$ cat config.mk
export PLATFORM = sky130hd
export DESIGN_NAME = ppd_queue
export DESIGN_NICKNAME = d
export VERILOG_FILES = /design/src/hdl/ppd_pkg.sv /design/src/hdl/ppd_queue.sv
export SDC_FILE = /design/constraint.sdc
export NUM_CORES = 1
export LEC_CHECK = 0
export BUFFER_PORTS_ARGS = -buffer_cell sky130_fd_sc_hd__buf_2
export CORE_MARGIN = 2
export CORE_UTILIZATION = 44
export DETAILED_ROUTE_END_ITERATION = 10
export GPL_ROUTABILITY_DRIVEN = 0
export GPL_TIMING_DRIVEN = 0
export MAX_ROUTING_LAYER = met4
export SETUP_SLACK_MARGIN = 0.02
export SYNTH_ARGS = -nofsm -noshare
export SYNTH_HDL_FRONTEND = slang
export SYNTH_SLANG_ARGS = --single-unit
$ cat constraint.sdc
create_clock -name clock -period 3.25 [get_ports clock]
set_input_delay 0.1625 -clock clock [delete_from_list [all_inputs] [get_ports clock]]
set_output_delay 0.1625 -clock clock [all_outputs]
set_load 0.01 [all_outputs]
$ cat src/hdl/ppd_pkg.sv
`timescale 1ns / 1ps
`default_nettype none
// -----------------------------------------------------------------------------
// ppd_pkg
// Shared types and constants of the indexed-color picture decoder.
// -----------------------------------------------------------------------------
package ppd_pkg;

   localparam int PALETTE_DEPTH_DEFAULT = 256;
   localparam int QUEUE_DEPTH_DEFAULT   = 4;
   localparam int CSR_DATA_WIDTH        = 15;
   localparam int CSR_INDEX_WIDTH       = 2;

   // item kinds
   localparam logic [1:0] KIND_PALETTE = 2'd0;
   localparam logic [1:0] KIND_PIXEL   = 2'd1;
   localparam logic [1:0] KIND_RESTART = 2'd2;

   // configuration register indexes
   localparam logic [CSR_INDEX_WIDTH-1:0] REG_ROW_BYTES    = 2'd0;
   localparam logic [CSR_INDEX_WIDTH-1:0] REG_IMAGE_WIDTH  = 2'd1;
   localparam logic [CSR_INDEX_WIDTH-1:0] REG_IMAGE_HEIGHT = 2'd2;

   typedef struct packed {
      logic [1:0]  kind;
      logic [7:0]  palette_index;
      logic [15:0] red_word;
      logic [15:0] green_word;
      logic [15:0] blue_word;
      logic [7:0]  data_byte;
   } req_payload_type;

   typedef struct packed {
      logic [29:0] pixel_address;
      logic [7:0]  run_length;
      logic [7:0]  red;
      logic [7:0]  green;
      logic [7:0]  blue;
      logic        image_done;
   } rsp_payload_type;

   // command from the front end to the palette back end
   typedef struct packed {
      logic        is_write;
      logic [7:0]  index;
      logic [23:0] color;
      logic [29:0] address;
      logic [7:0]  run_length;
      logic        image_done;
   } cmd_type;

endpackage
`default_nettype wire

$ cat src/hdl/ppd_queue.sv
`timescale 1ns / 1ps
`default_nettype none
// -----------------------------------------------------------------------------
// ppd_queue
// Small command FIFO between the parser and the palette back end.
// -----------------------------------------------------------------------------
module ppd_queue #(
   parameter int DEPTH = ppd_pkg::QUEUE_DEPTH_DEFAULT
) (
   input  wire logic             clock,
   input  wire logic             reset,
   input  wire logic             push,
   input  wire ppd_pkg::cmd_type push_data,
   output logic                  full,
   input  wire logic             pop,
   output ppd_pkg::cmd_type      pop_data,
   output logic                  empty
);
   import ppd_pkg::*;

   localparam int PW = (DEPTH > 1) ? $clog2(DEPTH) : 1;
   localparam int CW = $clog2(DEPTH + 1);

   cmd_type        mem_ff [DEPTH];
   logic [PW-1:0]  wr_ptr_ff, wr_ptr_in;
   logic [PW-1:0]  rd_ptr_ff, rd_ptr_in;
   logic [CW-1:0]  count_ff, count_in;

   assign empty    = (count_ff == '0);
   assign full     = (count_ff == CW'(DEPTH));
   assign pop_data = mem_ff[rd_ptr_ff];

   always_comb begin
      wr_ptr_in = wr_ptr_ff;
      rd_ptr_in = rd_ptr_ff;
      count_in  = count_ff;
      if (push) begin
         wr_ptr_in = (wr_ptr_ff == PW'(DEPTH - 1)) ? '0 : wr_ptr_ff + PW'(1);
      end
      if (pop) begin
         rd_ptr_in = (rd_ptr_ff == PW'(DEPTH - 1)) ? '0 : rd_ptr_ff + PW'(1);
      end
      if (push && !pop) begin
         count_in = count_ff + CW'(1);
      end else if (pop && !push) begin
         count_in = count_ff - CW'(1);
      end
   end

   always_ff @(posedge clock) begin
      if (push) begin
         mem_ff[wr_ptr_ff] <= push_data;
      end
   end

   always_ff @(posedge clock) begin
      if (reset) begin
         wr_ptr_ff <= '0;
         rd_ptr_ff <= '0;
         count_ff  <= '0;
      end else begin
         wr_ptr_ff <= wr_ptr_in;
         rd_ptr_ff <= rd_ptr_in;
         count_ff  <= count_in;
      end
   end

endmodule
`default_nettype wire

# Word-level counts from Yosys, hierarchy flattened
# Memories as Yosys holds them, arrays and structs flattened. A register that Yosys moved wholly into a read port is not among the register bits.
# Index checks and enable logic that the tools add are counted.
[word_totals]
reg_bits = 7
ramBits = 288
inputBits = 76
out_inout_bits = 74
word_cells = 25
mem_count = 1
[op_classes]
addsub = 4
eq_ne = 3
n_mux = 8
reduce_logical = 6
[memory_table]
columns = ["name", "depth", "word_bits", "rd", "rd_ports_with_merged_regs", "write_ports", "line_no", "text"]
rows = [
  ["mem_ff", 4, 72, 1, 1, 1, "ppd_queue.sv:24", "cmd_type mem_ff [DEPTH];"],
]
[ops]
columns = ["cell", "count"]
rows = [
  ["$mux W2", 4],
  ["$mux W3", 2],
  ["$add A2 B1 Y2 const B", 2],
  ["$eq A2 B2 Y1 const B", 2],
  ["$add A3 B1 Y3 const B", 1],
  ["$eq A3 B3 Y1 const B", 1],
  ["$logic_not A3 Y1", 1],
  ["$sub A3 B1 Y3 const B", 1],
  ["$logic_and A1 B1 Y1", 2],
  ["$logic_not A1 Y1", 2],
  ["$mux W1", 2],
  ["$reduce_bool A2 Y1", 1],
]

# Depth between registers and ports, before layout
[logic_depth]
depth_word = 4
mapped_depth = 7
depth_no_buf = 7

# Worst setup path before layout
# OpenSTA, ideal clock, no wires.
[synth_timing]
path_type = "register -> register"
from = "reg wr_ptr_ff[0]"
to = "mem mem_ff[3][0] (netlist name), enable pin"
setup_ns = 0.438
arrival_ns = 2.232
required_time_ns = 2.812
slack_ns = 0.580
path_stages_with_launch = 3
path_buffers = 0
synth_period_minus_slack_ns = 2.670
path_cell_list = "dfxtp_1 > ha_1 > and2_1"
[synth_lines]
columns = ["element", "line_no", "text"]
rows = [
  ["from (decl)", "ppd_queue.sv:25", "logic [PW-1:0] wr_ptr_ff, wr_ptr_in;"],
  ["from (signal assigned)", "ppd_queue.sv:62", "wr_ptr_ff <= wr_ptr_in;"],
  ["to (decl)", "ppd_queue.sv:24", ""],
]
# No word-level cell before the write port.

==> impl_metrics.xml <==
<?xml version="1.0" encoding="UTF-8"?>
<metrics>
  <group name="outcome">
    <metric name="run_status" unit="">finished clean</metric>
  </group>
  <group name="power_and_ir_drop">
    <metric name="irDropWorstVdd" unit="mV">0.396</metric>
    <metric name="share_clk_of_total_power" unit="%">38.5</metric>
    <metric name="static_power_due_to_leakage" unit="nW">4.77</metric>
    <metric name="power.density" unit="nW/um2">615</metric>
    <metric name="switchingPower" unit="mW">1.76</metric>
    <metric name="power.internal" unit="mW">6.77</metric>
    <metric name="power_switching_share" unit="%">20.6</metric>
    <metric name="totalPowerFinal" unit="mW">8.53</metric>
    <metric name="comb_power_share" unit="%">9.6</metric>
    <metric name="pwr-share-seq" unit="%">51.9</metric>
  </group>
  <group name="synth">
    <metric name="synth_seq_area_share" unit="%">80.9</metric>
    <metric name="synth_seq_cells" unit="">297</metric>
    <metric name="synth_area_per_cell" unit="um2">26.0</metric>
    <metric name="synth_cell_type_count" unit="">20</metric>
    <metric name="post-synth-top-area-cell" unit="">sky130_fd_sc_hd__edfxtp_1</metric>
    <metric name="yosysWarningCount" unit="">0</metric>
    <metric name="synth.cells.most_frequent" unit="">288 x sky130_fd_sc_hd__edfxtp_1, 70 x sky130_fd_sc_hd__mux4_2, 9 x sky130_fd_sc_hd__dfxtp_1</metric>
    <metric name="post_synth_top_area_share" unit="%">79.3</metric>
    <metric name="yosys.cell_count.top_type" unit="">sky130_fd_sc_hd__edfxtp_1</metric>
    <metric name="yosys_most_used_dff" unit="">sky130_fd_sc_hd__edfxtp_1</metric>
    <metric name="synth_area_leaders" unit="">sky130_fd_sc_hd__edfxtp_1 79%, sky130_fd_sc_hd__mux4_2 14%, sky130_fd_sc_hd__dfxtp_1 1.7%, sky130_fd_sc_hd__buf_12 1.3%, sky130_fd_sc_hd__ha_1 0.69%</metric>
    <metric name="synth_nets" unit="">503</metric>
    <metric name="netlist_area" unit="um2">10900</metric>
    <metric name="synth-edff-count" unit="">288</metric>
    <metric name="ys_async_sr_fraction" unit="%">0</metric>
    <metric name="synthCells" unit="">420</metric>
  </group>
  <group name="drt">
    <metric name="number_of_iterations_in_the_first_detailed_routing_pass" unit="">4</metric>
    <metric name="vias" unit="">5146</metric>
    <metric name="vias_per_cell" unit="">5.02</metric>
    <metric name="drc_errors" unit="">0</metric>
    <metric name="wl_per_cell" unit="um">19.3</metric>
    <metric name="wl" unit="um">19800</metric>
    <metric name="route.antenna.remaining_nets" unit="">0</metric>
    <metric name="initialDrtViolationCount" unit="">258</metric>
  </group>
  <group name="die">
    <metric name="die_area" unit="um2">26100</metric>
    <metric name="num_io_pins" unit="">150</metric>
    <metric name="num_rows" unit="">57</metric>
    <metric name="fp.coreArea" unit="um2">24300</metric>
    <metric name="die_height" unit="um">161</metric>
    <metric name="start_util" unit="%">44.9</metric>
    <metric name="die_width" unit="um">161</metric>
  </group>
  <group name="finish">
    <metric name="num-nets-final" unit="">762</metric>
    <metric name="layout-area-overhead-vs-synth" unit="%">27.2</metric>
    <metric name="drive_above_1_share" unit="%">39.9</metric>
    <metric name="finalCoreUtilization" unit="%">57.1</metric>
    <metric name="fill_cells" unit="">1861</metric>
    <metric name="antenna_cells" unit="">0</metric>
  </group>
  <group name="min_path">
    <metric name="hold_path_startpoint" unit="">push</metric>
    <metric name="timing.hold.worst_endpoint" unit="">wr_ptr_ff[1]</metric>
    <metric name="path_class_of_the_lowest_slack_min_delay_path" unit="">primary input to flop</metric>
    <metric name="worstHoldPathCells" unit="">3</metric>
  </group>
  <group name="placement">
    <metric name="pre_cts_slack" unit="ps">1330</metric>
    <metric name="port-buffer-count" unit="">149</metric>
    <metric name="place.detailed.hpwl" unit="um">11500</metric>
  </group>
  <group name="global_routing">
    <metric name="gr-total-overflow" unit="">0</metric>
    <metric name="maximum_number_of_pins_on_one_net_before_global_route_repair" unit="">39</metric>
    <metric name="grt_pass1_vias" unit="">5628</metric>
    <metric name="groute.usage.overall" unit="%">15.9</metric>
    <metric name="number_of_antenna_violations_at_the_first_check_in_global_routing" unit="">0</metric>
    <metric name="global_route_wire_length_before_repair" unit="um">30900</metric>
  </group>
  <group name="timing">
    <metric name="worst_skew" unit="ps">8.78</metric>
    <metric name="hold-worst-slack" unit="ps">14.9</metric>
    <metric name="final.setup.worst_slack" unit="ps">864</metric>
    <metric name="worst_margin_slew" unit="ps">615</metric>
    <metric name="setup_viol_count_final" unit="">0</metric>
    <metric name="final.setup.tns" unit="ps">0</metric>
    <metric name="slew-limit-headroom" unit="%">59.0</metric>
    <metric name="maxSlewViolCount" unit="">0</metric>
    <metric name="hold_viol" unit="">0</metric>
    <metric name="rsz0062_at_grt" unit="">no</metric>
    <metric name="fmaxAchievable" unit="MHz">419</metric>
    <metric name="layout_worst_path_cycle_share" unit="%">73.4</metric>
    <metric name="min_period" unit="ps">2390</metric>
  </group>
  <group name="clock_tree">
    <metric name="worst_skew_pair.late_latency" unit="ps">540</metric>
    <metric name="cts_root_buffer" unit="">sky130_fd_sc_hd__clkbuf_16</metric>
    <metric name="cts_tree" unit="">yes</metric>
    <metric name="cts_max_level" unit="">1</metric>
    <metric name="clkSlewWorstSetupHoldPaths" unit="ps">60</metric>
    <metric name="cts_made_buffers" unit="">30</metric>
    <metric name="cts_max_path_buffers" unit="">3</metric>
    <metric name="clock_sinks" unit="">297</metric>
    <metric name="cts.repair.resized" unit="">0</metric>
  </group>
  <group name="critical_path">
    <metric name="reg2reg_to" unit="">mem_ff[3][20]</metric>
    <metric name="endpoint_kind" unit="">output port</metric>
    <metric name="slowest_stage" unit="">sky130_fd_sc_hd__clkbuf_1</metric>
    <metric name="critical_path.max_stage_delay" unit="ps">470</metric>
    <metric name="r2r_slack" unit="ps">1430</metric>
    <metric name="crit_chain" unit="">clkbuf_1 -&gt; buf_2 -&gt; mux4_2 -&gt; buf_2</metric>
    <metric name="worst_ep_required_time" unit="ps">3090</metric>
    <metric name="most_repeated_library_cell_on_the_critical_path" unit="">sky130_fd_sc_hd__buf_2</metric>
    <metric name="arrival" unit="ps">2220</metric>
    <metric name="worst_r2r_startpoint" unit="">wr_ptr_ff[0]</metric>
    <metric name="path_max_fanout" unit="">10</metric>
    <metric name="reg2regPathDepth" unit="">3</metric>
    <metric name="timing.critical_path.from_type" unit="">flop</metric>
    <metric name="timing_worst_setup_path_type" unit="">flop to output port</metric>
  </group>
  <group name="run">
    <metric name="max_cap_violations" unit="">0</metric>
  </group>
</metrics>
-- layout make-up --
type	instances	area [um2]	area share (%)
Buffer	16	190	1.37
Clock buffer	40	810	5.83
Clock inverter	15	146	1.06
Inverter	4	15.0	0.108
Multi-Input combinational cell	103	1880	13.6
Sequential cell	297	8830	63.6
Tap cell	324	405	2.92
Timing Repair Buffer	227	1600	11.5
-- how the worst max path moves through the flow --
stage	startpoint	end	slack, ps	cells after the start
floorplan	wr_ptr_ff[0]	mem_ff[3][0]	580	2
global placement	wr_ptr_ff[0]	mem_ff[3][21]	-890	2
detailed placement	flop	pop_data[0]	1330	4
CTS	flop	pop_data[25]	750	4
global route	flop	pop_data[0]	710	4
finish	flop	pop_data[70]	860	4
-- kinds of logic after synthesis --
logic type,share of synthesized area (%)
fa+ha+maj,0.872
buf+inv,1.88
mux,15.3
xor+xnor,0.161
flops,80.9
simple gates,0.711
compound gates,0.138
-- what timing repair did --
action | CTS | global route
hold buffers | 74 | 0
setup endpoints to repair | 0 | 0
setup buffers | 0 | 0
hold endpoints to repair | 297 | 0
-- sequential cells by signal (all words and copies together) (netlist names), named ones only --
name	cells
count_ff	3
mem_ff	288
rd_ptr_ff	2
wr_ptr_ff	2
-- per-layer routing --
metal  vias to the layer above  routed length (um)  global-route usage (%)
li1                       2324                   -                       -
met1                      2654                8510                    20.4
met2                       139                9920                    26.8
met3                        29                1050                    3.16
met4                         0                 304                    3.25
met5                         -                   0                       -
-- worst max-delay path: cells and delay by family, from the launching register on --
kind	cells	cell delay, ps
buf+inv	3	1020
flops	1	300
mux	1	370
-- power by group through the flow --
stage	logic, mW	clock network [mW]	registers (mW)
6_report	0.820	3.28	4.43
5_1_grt	0.890	3.53	4.44
4_1_cts	0.843	3.37	4.43
3_5_place_dp	0.768	0	4.51
3_3_place_gp	0.727	0	4.52
2_1_floorplan	0.438	0	4.51
-- layout by cell type (no fill, tap or decap), types with 2 or more instances in the layout --
master and n:
sky130_fd_sc_hd__and2_4 4, sky130_fd_sc_hd__edfxtp_1 288, sky130_fd_sc_hd__buf_12 7, sky130_fd_sc_hd__mux4_1 2, sky130_fd_sc_hd__nor3b_1 2, sky130_fd_sc_hd__dlygate4sd3_1 74, sky130_fd_sc_hd__inv_1 4, sky130_fd_sc_hd__bufinv_16 3
sky130_fd_sc_hd__buf_2 156, sky130_fd_sc_hd__ha_1 6, sky130_fd_sc_hd__clkinv_2 2, sky130_fd_sc_hd__buf_16 4, sky130_fd_sc_hd__clkbuf_1 10, sky130_fd_sc_hd__mux2i_1 4, sky130_fd_sc_hd__nor2_1 7, sky130_fd_sc_hd__clkbuf_16 31
sky130_fd_sc_hd__clkinv_1 8, sky130_fd_sc_hd__dfxtp_1 9, sky130_fd_sc_hd__xor2_1 2, sky130_fd_sc_hd__mux4_2 70, sky130_fd_sc_hd__a21oi_1 2
-- per-stage QoR --
stage               instance area (um2)  cells
floorplan                         10900    420
global placement                  12100    893
detailed placement                12200    897
CTS                               13900   1026
global route                      13900   1026
finish                            13900   1026
Note: power is estimated with default switching activity, not from simulation.
