===== src/hdl/ppd_pkg.sv =====
`timescale 1ns / 1ps
`default_nettype none
// -----------------------------------------------------------------------------
// ppd_pkg
// Shared types and constants of the indexed-color picture decoder.
// -----------------------------------------------------------------------------
package ppd_pkg;

   localparam int PALETTE_DEPTH_DEFAULT = 256;
   localparam int QUEUE_DEPTH_DEFAULT   = 4;
   localparam int CSR_DATA_WIDTH        = 15;
   localparam int CSR_INDEX_WIDTH       = 2;

   // item kinds
   localparam logic [1:0] KIND_PALETTE = 2'd0;
   localparam logic [1:0] KIND_PIXEL   = 2'd1;
   localparam logic [1:0] KIND_RESTART = 2'd2;

   // configuration register indexes
   localparam logic [CSR_INDEX_WIDTH-1:0] REG_ROW_BYTES    = 2'd0;
   localparam logic [CSR_INDEX_WIDTH-1:0] REG_IMAGE_WIDTH  = 2'd1;
   localparam logic [CSR_INDEX_WIDTH-1:0] REG_IMAGE_HEIGHT = 2'd2;

   typedef struct packed {
      logic [1:0]  kind;
      logic [7:0]  palette_index;
      logic [15:0] red_word;
      logic [15:0] green_word;
      logic [15:0] blue_word;
      logic [7:0]  data_byte;
   } req_payload_type;

   typedef struct packed {
      logic [29:0] pixel_address;
      logic [7:0]  run_length;
      logic [7:0]  red;
      logic [7:0]  green;
      logic [7:0]  blue;
      logic        image_done;
   } rsp_payload_type;

   // command from the front end to the palette back end
   typedef struct packed {
      logic        is_write;
      logic [7:0]  index;
      logic [23:0] color;
      logic [29:0] address;
      logic [7:0]  run_length;
      logic        image_done;
   } cmd_type;

endpackage
`default_nettype wire


===== src/hdl/ppd_front.sv =====
`timescale 1ns / 1ps
`default_nettype none
// -----------------------------------------------------------------------------
// ppd_front
// Byte parser: row counts, PackBits headers, position tracking; emits
// palette-write and pixel-lookup commands.
// -----------------------------------------------------------------------------
module ppd_front (
   input  wire logic                                    clock,
   input  wire logic                                    reset,
   input  wire logic                                    csr_write_enable,
   input  wire logic [ppd_pkg::CSR_INDEX_WIDTH-1:0]     csr_index,
   input  wire logic [ppd_pkg::CSR_DATA_WIDTH-1:0]      csr_write_data,
   input  wire logic                                    accept,
   input  wire ppd_pkg::req_payload_type                req_payload,
   output logic                                         cmd_push,
   output ppd_pkg::cmd_type                             cmd
);
   import ppd_pkg::*;

   typedef enum logic [4:0] {
      PH_COUNT     = 5'b00001,
      PH_COUNT_LOW = 5'b00010,
      PH_HEADER    = 5'b00100,
      PH_LITERAL   = 5'b01000,
      PH_REPEAT    = 5'b10000
   } phase_type;

   logic [14:0] row_bytes_ff, image_width_ff, image_height_ff;

   phase_type   phase_ff, phase_in;
   logic [7:0]  literal_left_ff, literal_left_in;
   logic [15:0] row_bytes_left_ff, row_bytes_left_in;
   logic [7:0]  count_high_ff, count_high_in;
   logic [14:0] row_number_ff, row_number_in;
   logic [15:0] column_ff, column_in;
   logic [29:0] row_base_ff, row_base_in;
   logic [7:0]  repeat_length_ff, repeat_length_in;

   always_ff @(posedge clock) begin
      if (reset) begin
         row_bytes_ff    <= '0;
         image_width_ff  <= '0;
         image_height_ff <= '0;
      end else if (csr_write_enable) begin
         case (csr_index)
            REG_ROW_BYTES:    row_bytes_ff    <= csr_write_data;
            REG_IMAGE_WIDTH:  image_width_ff  <= csr_write_data;
            REG_IMAGE_HEIGHT: image_height_ff <= csr_write_data;
            default: ;
         endcase
      end
   end

   always_comb begin
      logic [7:0]  b;
      logic [15:0] col_inc;
      logic        do_emit;
      logic        row_end;
      logic        check_end;
      logic [7:0]  emit_len;

      b         = req_payload.data_byte;
      col_inc   = column_ff + 16'd1;
      do_emit   = 1'b0;
      row_end   = 1'b0;
      check_end = 1'b0;
      emit_len  = 8'd1;

      phase_in          = phase_ff;
      literal_left_in   = literal_left_ff;
      row_bytes_left_in = row_bytes_left_ff;
      count_high_in     = count_high_ff;
      row_number_in     = row_number_ff;
      column_in         = column_ff;
      row_base_in       = row_base_ff;
      repeat_length_in  = repeat_length_ff;

      cmd_push = 1'b0;
      cmd      = '0;
      cmd.index   = req_payload.palette_index;
      cmd.color   = {req_payload.red_word[15:8], req_payload.green_word[15:8],
                     req_payload.blue_word[15:8]};
      cmd.address = row_base_ff + {14'd0, column_ff};

      if (accept) begin
         case (req_payload.kind)
            KIND_PALETTE: begin
               cmd_push     = 1'b1;
               cmd.is_write = 1'b1;
            end
            KIND_RESTART: begin
               phase_in          = PH_COUNT;
               literal_left_in   = '0;
               row_bytes_left_in = '0;
               count_high_in     = '0;
               row_number_in     = '0;
               column_in         = '0;
               row_base_in       = '0;
               repeat_length_in  = '0;
            end
            KIND_PIXEL: begin
               // the picture byte itself is the palette index
               cmd.index = b;
               if (row_number_ff < image_height_ff) begin
                  if (row_bytes_ff < 15'd8) begin
                     // unpacked: one byte per pixel, wrap at image width
                     if (image_width_ff != '0) begin
                        do_emit   = 1'b1;
                        column_in = col_inc;
                        if (col_inc >= {1'b0, image_width_ff}) begin
                           row_end = 1'b1;
                        end
                     end
                  end else begin
                     case (phase_ff)
                        PH_COUNT, PH_COUNT_LOW: begin
                           if (phase_ff == PH_COUNT && row_bytes_ff > 15'd250) begin
                              count_high_in = b;
                              phase_in      = PH_COUNT_LOW;
                           end else begin
                              row_bytes_left_in = (phase_ff == PH_COUNT_LOW) ?
                                                  {count_high_ff, b} : {8'd0, b};
                              column_in = '0;
                              if (row_bytes_left_in == '0) begin
                                 row_end = 1'b1;
                              end else begin
                                 phase_in = PH_HEADER;
                              end
                           end
                        end
                        PH_HEADER: begin
                           row_bytes_left_in = row_bytes_left_ff - 16'd1;
                           check_end         = 1'b1;
                           if (b < 8'd128) begin
                              literal_left_in = b + 8'd1;
                              phase_in        = PH_LITERAL;
                           end else if (b > 8'd128) begin
                              // 257 - b, modulo 256
                              repeat_length_in = 8'd1 - b;
                              phase_in         = PH_REPEAT;
                           end
                        end
                        PH_LITERAL: begin
                           row_bytes_left_in = row_bytes_left_ff - 16'd1;
                           check_end         = 1'b1;
                           do_emit           = 1'b1;
                           column_in         = col_inc;
                           literal_left_in   = literal_left_ff - 8'd1;
                           if (literal_left_in == '0) begin
                              phase_in = PH_HEADER;
                           end
                        end
                        default: begin
                           row_bytes_left_in = row_bytes_left_ff - 16'd1;
                           check_end         = 1'b1;
                           do_emit           = 1'b1;
                           emit_len          = repeat_length_ff;
                           column_in         = column_ff + {8'd0, repeat_length_ff};
                           phase_in          = PH_HEADER;
                        end
                     endcase
                     if (check_end && row_bytes_left_in == '0) begin
                        row_end = 1'b1;
                     end
                  end

                  if (row_end) begin
                     row_number_in = row_number_ff + 15'd1;
                     row_base_in   = row_base_ff + {15'd0, row_bytes_ff};
                     column_in     = '0;
                     phase_in      = PH_COUNT;
                  end

                  cmd_push       = do_emit;
                  cmd.run_length = emit_len;
                  cmd.image_done = do_emit && row_end && (row_number_in >= image_height_ff);
               end
            end
            default: ;
         endcase
      end
   end

   always_ff @(posedge clock) begin
      if (reset) begin
         phase_ff          <= PH_COUNT;
         literal_left_ff   <= '0;
         row_bytes_left_ff <= '0;
         count_high_ff     <= '0;
         row_number_ff     <= '0;
         column_ff         <= '0;
         row_base_ff       <= '0;
         repeat_length_ff  <= '0;
      end else begin
         phase_ff          <= phase_in;
         literal_left_ff   <= literal_left_in;
         row_bytes_left_ff <= row_bytes_left_in;
         count_high_ff     <= count_high_in;
         row_number_ff     <= row_number_in;
         column_ff         <= column_in;
         row_base_ff       <= row_base_in;
         repeat_length_ff  <= repeat_length_in;
      end
   end

endmodule
`default_nettype wire


===== config.mk =====
export PLATFORM = sky130hd
export DESIGN_NAME = ppd_front
export DESIGN_NICKNAME = d
export VERILOG_FILES = /design/src/hdl/ppd_pkg.sv /design/src/hdl/ppd_front.sv
export SDC_FILE = /design/constraint.sdc
export NUM_CORES = 1
export LEC_CHECK = 0
export BUFFER_PORTS_ARGS = -buffer_cell sky130_fd_sc_hd__buf_4
export CORE_ASPECT_RATIO = 0.5
export CORE_MARGIN = 4
export CORE_UTILIZATION = 45
export CTS_BUF_LIST = sky130_fd_sc_hd__clkbuf_16
export CTS_CLUSTER_DIAMETER = 100
export DETAILED_ROUTE_END_ITERATION = 8
export PLACE_DENSITY = 0.68
export SYNTH_ARGS = -nofsm -noshare
export SYNTH_HDL_FRONTEND = slang
export SYNTH_SLANG_ARGS = --single-unit

===== constraint.sdc =====
create_clock -name clock -period 5.8 [get_ports clock]
set_input_delay 0.87 -clock clock [delete_from_list [all_inputs] [get_ports clock]]
set_output_delay 0.87 -clock clock [all_outputs]
set_load 0.01 [all_outputs]

### Word-level counts from Yosys, hierarchy flattened

Cells that the tools add are included.

* flip-flop bits (word level): 151
* input port bits: 87
* output and inout bits: 73
* word-level logic and storage cells: 161

* add/subtract/negate cells: 9
* $lt $le $gt $ge: 7
* eq/ne operators: 25
* multiplexer cells: 84
* reduce and logical (&&, ||, !) cells: 25

Operators with widths (count)
* $mux W16: 14
* $mux W8: 15
* $mux W15: 5
* $pmux W16 S2: 2
* $pmux W8 S2: 4
* $mux W30: 2
* $pmux W30 S2: 1
* $pmux W16 S3: 1
* $mux W5: 8
* $mux W9: 4
* $logic_not A16 Y1: 2
* $add A30 B15 Y30: 1
* $add A30 B16 Y30: 1
* $pmux W15 S2: 1
* $mux W1: 24
* $reduce_and A6 Y1: 3
* $add A16 B1 Y16 const B: 1
* $add A16 B8 Y16: 1
* $ge A16 B15 Y1: 1
* $sub A16 B1 Y16 const B: 1
* $add A15 B1 Y15 const B: 1
* $ge A15 B15 Y1: 1
* $gt A15 B8 Y1 const B: 1
* $lt A15 B15 Y1: 1
* other kinds (33): 54

### Longest topological paths before layout

Gate-level depths: netlist of run 1.

* depth in word-level cells: 24
* gate-level depth with buffers: 25
* depth with buffers taken out: 24

### Worst setup path before layout of run 1

No wires, ideal clock.

* path kind: flip-flop to output port
* from: register column_ff[1]
* to: output port cmd[0] (netlist name)
* data arrival time: 5034 ps
* data required time: 4930 ps
* slack: -104 ps
* cell stages (with the launch flop): 26
* path buffers: 1
* cells stage by stage: dfxtp_1 > ha_1 > nand4_1 > nor2_1 > nand3_1 > xnor2_1 > ha_1 > nand3_1 > a211oi_1 > a21oi_1 > a21oi_1 > nor3_1 > a211oi_4 > clkbuf_1 > mux2_2 > ha_1 > nor2b_1 > o21a_1 > o21a_1 > o21a_1 > o21a_1 > o21ai_0 > o2111ai_1 > a21oi_1 > o21ai_0 > and3_1

RTL lines
* from (decl): RTL line ppd_front.sv:36 `logic [15:0] column_ff, column_in;`
* from (signal assigned): RTL line ppd_front.sv:201 `column_ff <= column_in;`
* to (decl): RTL line ppd_front.sv:17 `output ppd_pkg::cmd_type cmd`

==> results.ini, run 1 <==
[route]
routed_wl_mm=36.18
drt_iter0_markers=1118
first_pass_iters=7
num_vias=11660
vias_per_cell=5.837
wl_per_cell_um=18.11
ant_nets=0
drc=0

[sta]
drv_slew=0
max_freq_mhz=163.4
min_period_ps=6118
rsz0062_at_grt=true
hold-worst-slack_ps=458.2
setup_viol=1
finalWorstSetupSlack_ps=-318.4
finClkSkew_ps=10.33
timing.final.crit_share_pct=105.5
finalHoldViolations=0
tightest_slew_ps=1180
relSlewSlack_pct=21.13

[synth]
synthArstFlopShare_pct=0
syn_area_per_cell_um2=7.536
dominantRegCellSynth=dfxtp_1
synth_seq_cells=151
synth_cell_types=73
synth-edff-count=0
ys_seq_area_share_pct=26.79
syn_nets=1682
syn_inst=1497
synth_area_um2=11280
yosys_warnings=0

[floorplanning]
initial_core_util_pct=46.38
ios=160
core_um2=24320
chipHeight_um=120.0
dieArea_um2=27820
die_width_um=231.9
rows=40

[cts]
htreeDepth=4
clkLatencyLatePin_ps=450
cts_tree=done
cts_sinks=151
clock_path_buffers=2
clk_pin_slew_ps=60
cts_buffers=17
cts-root-buf=clkbuf_16

[setup_path]
critPathKind=reg -> out
reg2reg_from=column_ff[2]$_SDFFE_PP0P_
path_common_cell=o21a_1
path_cells=or3_4 > or4_4 > and3_4 > a221o_1 > nor4b_4 > nand4_4 > a211oi_4 > buf_6 > mux2_4 > ha_4 > nor2b_1 > o21a_1 > o21a_1 > o21a_1 > o21a_1 > o21ai_2 > o2111ai_2 > a21oi_2 > o21ai_2 > and3_4 > buf_6
critPathMaxStageDelay_ps=440
critPathSlowestCell=or4_4
worstPathMaxFanout=4
worstPathArrival_ps=5250
crit_buf_inv=2
critPathTopFamily=compound AO/OA/AOI/OAI gates
worstPathRequired_ps=4930
timing.critical_path.from=phase_ff[3]$_SDFFE_PP0P_
critPathCaptureType=output port
crit_path_start_kind=flip-flop

[power_and_ir_drop]
power.total_mw=2.975
power_density_nw_per_um2=215.0
p_leak_nw=5.769
ir_worst_vdd_mv=0.1524

[cells_and_area]
n_antenna_cell=0
stdcell_area_um2=13840
nNetsFinal=1834
layout-drive-gt1-share_pct=20.10
final_util_pct=56.90
area_growth_pct=22.68

[placement]
dp_hpwl_mm=27.57
place_congestion=0.9294
portBuffers=87
place_area_um2=12910

[grt]
antenna_found_initial=0
gr-usage-all-layers_pct=25.64
grt_max_degree=71
grt_pass1_wl_mm=58.10
grt.overflow.total=0
grt_pass1_vias=11340

[status]
violations=negative setup slack
status=finished, violations left

[job]
cap_violations=0

[hold_path]
hold_path_class=reg -> reg
min_from=image_height_ff[8]$_SDFFE_PP0P_

synthesized netlist by cell type (18+ instances only):
master / count / area, µm²
a31oi_1: 18 / 112.6
dfxtp_1: 151 / 3023
nand4_1: 18 / 112.6
nand3_1: 78 / 390.4
nor2_1: 80 / 300.3
nor3_1: 27 / 135.1
inv_1: 59 / 221.5
clkbuf_1: 67 / 251.5
buf_4: 24 / 180.2
and2_1: 26 / 162.7
o21ai_0: 68 / 340.3
or3_1: 18 / 112.6
xor2_1: 37 / 324.1
a21oi_1: 159 / 795.8
xnor2_1: 57 / 499.2
nand2_1: 236 / 885.9
ha_1: 95 / 1189
flip-flops by register name, indices dropped and copies added (netlist names):
signal and flops:
row_bytes_left_ff 16, image_height_ff 15, row_base_ff 30, repeat_length_ff 8
row_bytes_ff 15, count_high_ff 8, image_width_ff 15, column_ff 16
row_number_ff 15, literal_left_ff 8, phase_ff 5
per-stage QoR:
stage | worst slack (ps) | setup TNS, ps | instances
detailed placement | -368.8 | -368.8 | 1955
global route | -531.7 | -531.7 | 1998
global placement | -345.5 | -345.5 | 1955
finish | -318.4 | -318.4 | 1998
floorplan | 43.15 | 0 | 1497
CTS | -374.8 | -374.8 | 1988
what timing repair did:
item,in CTS,in global routing
hold buffers,0,0
resized for setup,27,26
pin swaps,14,19
setup buffers,1,10
endpoints found under the setup margin,1,1
final timing paths:
| path | to | slack [ps] | cells after the start |
|---|---|---|---|
| setup / recovery | cmd[0] | -320 | 21 |
| hold / removal | image_height_ff[8]$_SDFFE_PP0P_ | 460 | 2 |
| setup reg to reg | row_base_ff[21]$_SDFFE_PP0P_ | 1190 | 18 |
| hold reg to reg | image_height_ff[8]$_SDFFE_PP0P_ | 460 | 2 |
layout make-up:
class,instances,area [µm²]
Timing Repair Buffer,234,1775
Clock buffer,17,425.4
Clock inverter,15,201.4
Inverter,59,221.5
Fill cell,2258,10480
Tap cell,336,420.4
Sequential cell,151,3033
Multi-Input combinational cell,1186,7764
layer usage:
layer / vias up / wire [µm] / global-route usage, %
li1: 5655 / - / -
met1: 5524 / 16050 / 33.91
met2: 418 / 16320 / 41.31
met3: 65 / 3065 / 6.950
met4: 0 / 740 / 7.124
met5: - / 0 / 0
worst reg2reg max path, delay by kind of cell, from the launching register on:
kind	cells	cell delay (ps)
adders and majority gates	1	310
and+or+nand+nor	7	1770
AOI/OAI and AO/OA	5	1470
DFF	1	330
xor gates and xnor gates	1	170
buffers and inverters	4	480
cells in the final DEF (no fill, tap or decap), types with 17 or more instances in the layout:
cell and count:
dfxtp_1 143, nand3_1 76, nor2_1 79, o21ai_0 66, or3_1 17, nor3_1 24, clkbuf_16 17, nand2_1 235
xnor2_1 55, buf_4 229, nand2b_1 17, a21oi_1 156, xor2_1 37, a31oi_1 18, ha_1 92, nand4_1 18
and2_1 24, inv_1 59
power breakdown:
part / switching, mW / internal [mW]
clock: 0.490 / 0.721
combinational: 0.394 / 0.297
sequential: 0.0167 / 1.06
total: 0.901 / 2.07
kinds of logic (layout without fill, tap and decap cells):
logic type	after synthesis	in the layout	share of synthesized area, %
xor gates and xnor gates	94	94	7.297
adders and majority gates	98	98	11.07
buffers and inverters	160	325	6.177
and+or+nand+nor	591	591	25.66
DFF	151	151	26.79
AOI/OAI and AO/OA	395	395	22.22
muxes	8	8	0.7763
Power figures use the tool's default switching activity.
==> run 2: changes to the inputs <==
--- a/config.mk
+++ b/config.mk
@@ -5,6 +5,7 @@
 export SDC_FILE = /design/constraint.sdc
 export NUM_CORES = 1
 export LEC_CHECK = 0
+export ABC_AREA = 1
 export BUFFER_PORTS_ARGS = -buffer_cell sky130_fd_sc_hd__buf_4
 export CORE_ASPECT_RATIO = 0.5
 export CORE_MARGIN = 4
@@ -12,7 +13,7 @@
 export CTS_BUF_LIST = sky130_fd_sc_hd__clkbuf_16
 export CTS_CLUSTER_DIAMETER = 100
 export DETAILED_ROUTE_END_ITERATION = 8
-export PLACE_DENSITY = 0.68
+export PLACE_DENSITY = 0.67
 export SYNTH_ARGS = -nofsm -noshare
 export SYNTH_HDL_FRONTEND = slang
 export SYNTH_SLANG_ARGS = --single-unit
==> run 2 against run 1 <==
  * The flow now finishes without violations
  * First-iteration DRC count down 0.18%
  * Largest power group is now sequential cells
  * Largest cell class unchanged
  * Hold slack better by 13 ps
  * Clock power down 11%
  * Maximum frequency up 8.0%
  * Core utilization down 4.7 points
  * Routed wire length up 2.0%
  * Clock skew about the same
==> results.ini, run 2 <==
[sta]
setup_viol=0
finClkSkew_ps=10.28
max_freq_mhz=176.5
finalHoldViolations=0
drv_slew=0
timing.final.crit_share_pct=97.66
tightest_slew_ps=1015
relSlewSlack_pct=32.16
min_period_ps=5664
hold-worst-slack_ps=470.9
rsz0062_at_grt=true

[floorplanning]
initial_core_util_pct=46.17
chipHeight_um=125.0
ios=160
dieArea_um2=30260
core_um2=26700
die_width_um=242.0
rows=42

[grt]
gr-usage-all-layers_pct=23.68
grt_pass1_vias=11350
antenna_found_initial=1
grt_max_degree=52
grt.overflow.total=0
grt_pass1_wl_mm=58.90

[synth]
ys_seq_area_share_pct=24.53
syn_inst=1925
synth_area_um2=12320
synth_top_area_share_pct=24.53
synth_cell_types=49
yosys-top-cells-count=404 x nand2_1, 211 x inv_1, 211 x nor2_1
synthArstFlopShare_pct=0
dominantRegCellSynth=dfxtp_1
synth_area_leaders=dfxtp_1 25%, nand2_1 12%, ha_1 9.6%
yosys_warnings=0
yosysTopAreaCell=dfxtp_1
synth.most_common_cell=nand2_1
synth_seq_cells=151
syn_area_per_cell_um2=6.402
syn_nets=2110
synth-edff-count=0

[cells_and_area]
reg.largest.list=row_base_ff (30), column_ff (16), row_bytes_left_ff (16)
num-fill-cells=2718
n_antenna_cell=0
nNetsFinal=2156
area_growth_pct=13.09
largest_register_ffs=30
layout_commonest_cell=nand2_1
final_util_pct=52.21
layout-drive-gt1-share_pct=10.99
final_cell_mix=401 x nand2_1, 209 x inv_1, 209 x nor2_1
stdcell_area_um2=13940
regMostFlops=row_base_ff

[setup_path]
critPathMaxStageDelay_ps=360
critPathSlowestCell=dfxtp_2
worstPathRequired_ps=4930
critPathKind=reg -> out
path_common_cell=nor2_1
worstPathArrival_ps=4790
critPathCaptureType=output port
crit_path_start_kind=flip-flop
worstPathMaxFanout=7

[power_and_ir_drop]
power_density_nw_per_um2=243.0
power.total_mw=3.387
p_leak_nw=6.384
ir_worst_vdd_mv=0.2343

[cts]
cts_buffers=17
clock_path_buffers=2
cts_tree=done
htreeDepth=4
cts_sinks=151
clkLatencyLatePin_ps=450
clk_pin_slew_ps=70
cts-root-buf=clkbuf_16

[placement]
dp_hpwl_mm=27.65
place_area_um2=13060
place_congestion=0.9140
portBuffers=87

[route]
ant_nets=0
routed_wl_mm=36.88
drt_iter0_markers=1116
drc=0
vias_per_cell=5.434
wl_per_cell_um=15.79
first_pass_iters=7
num_vias=12690

[job]
cap_violations=0

[hold_path]
hold_path_class=reg -> reg

[status]
status=finished, final reports clean

run 2: what timing repair did:
item                       4_1_cts  5_1_grt
setup endpoints to repair        1        1
buffers inserted                 5        7
resized for setup               15       36
pin swaps                        5       24
hold buffers                     0        0
run 2: area by class of cell:
type                       count  area (µm²)  share of cell area (%)
inverter                     220       827.0                   5.934
sequential                   151        3033                   21.76
timing repair buffer         122       923.4                   6.625
clock inverter                15       132.6                  0.9516
clock buffer                  17       425.4                   3.052
tap                          352       440.4                   3.160
multi-input combinational   1459        8155                   58.52
run 2: power by group:
group | internal (mW) | switching [mW]
sequential | 1.09 | 0.0679
clock | 0.591 | 0.494
combinational | 0.410 | 0.732
run 2: path summary, 6_finish.rpt:
path / from / endpoint / slack, ps / cells after the start
max reg2reg: column_ff[1]$_SDFFE_PP0P_ / row_base_ff[9]$_SDFFE_PP0P_ / 2060 / 19
max: column_ff[1]$_SDFFE_PP0P_ / cmd[0] / 140 / 30
min: row_base_ff[29]$_SDFFE_PP0P_ / row_base_ff[29]$_SDFFE_PP0P_ / 470 / 2
min reg2reg: row_base_ff[29]$_SDFFE_PP0P_ / row_base_ff[29]$_SDFFE_PP0P_ / 470 / 2
run 2: logic make-up after synthesis:
logic type	after synthesis	share of synthesized area, %
compound gates	388	17.22
xor+xnor	84	5.970
fa+ha+maj	98	10.13
buf+inv	315	11.00
flops	151	24.53
simple gates	889	31.15
run 2: through the flow:
stage / cells / TNS (ps) / setup WS [ps]
final: 2336 / 0 / 135.7
after global routing: 2336 / -195.8 / -195.8
after CTS: 2329 / 0 / 25.34
after detailed placement: 2292 / 0 / 246.3
after global placement: 2292 / 0 / 325.9
after floorplan: 1925 / 0 / 716.9
run 2: critical path, delay by kind of cell, from the launching register on:
family,cells,cell delay (ps)
simple gates,17,2090
buf+inv,4,560
flops,1,360
fa+ha+maj,3,710
compound gates,5,420
xor+xnor,1,210
run 2: layer usage:
| metal | GRT usage, % | up-vias | share of wire (%) |
|---|---|---|---|
| li1 | - | 6457 | - |
| met4 | 7.603 | 0 | 2.4 |
| met1 | 34.76 | 5784 | 49 |
| met3 | 4.065 | 64 | 6.5 |
| met5 | 0 | - | 0 |
| met2 | 35.27 | 388 | 42 |
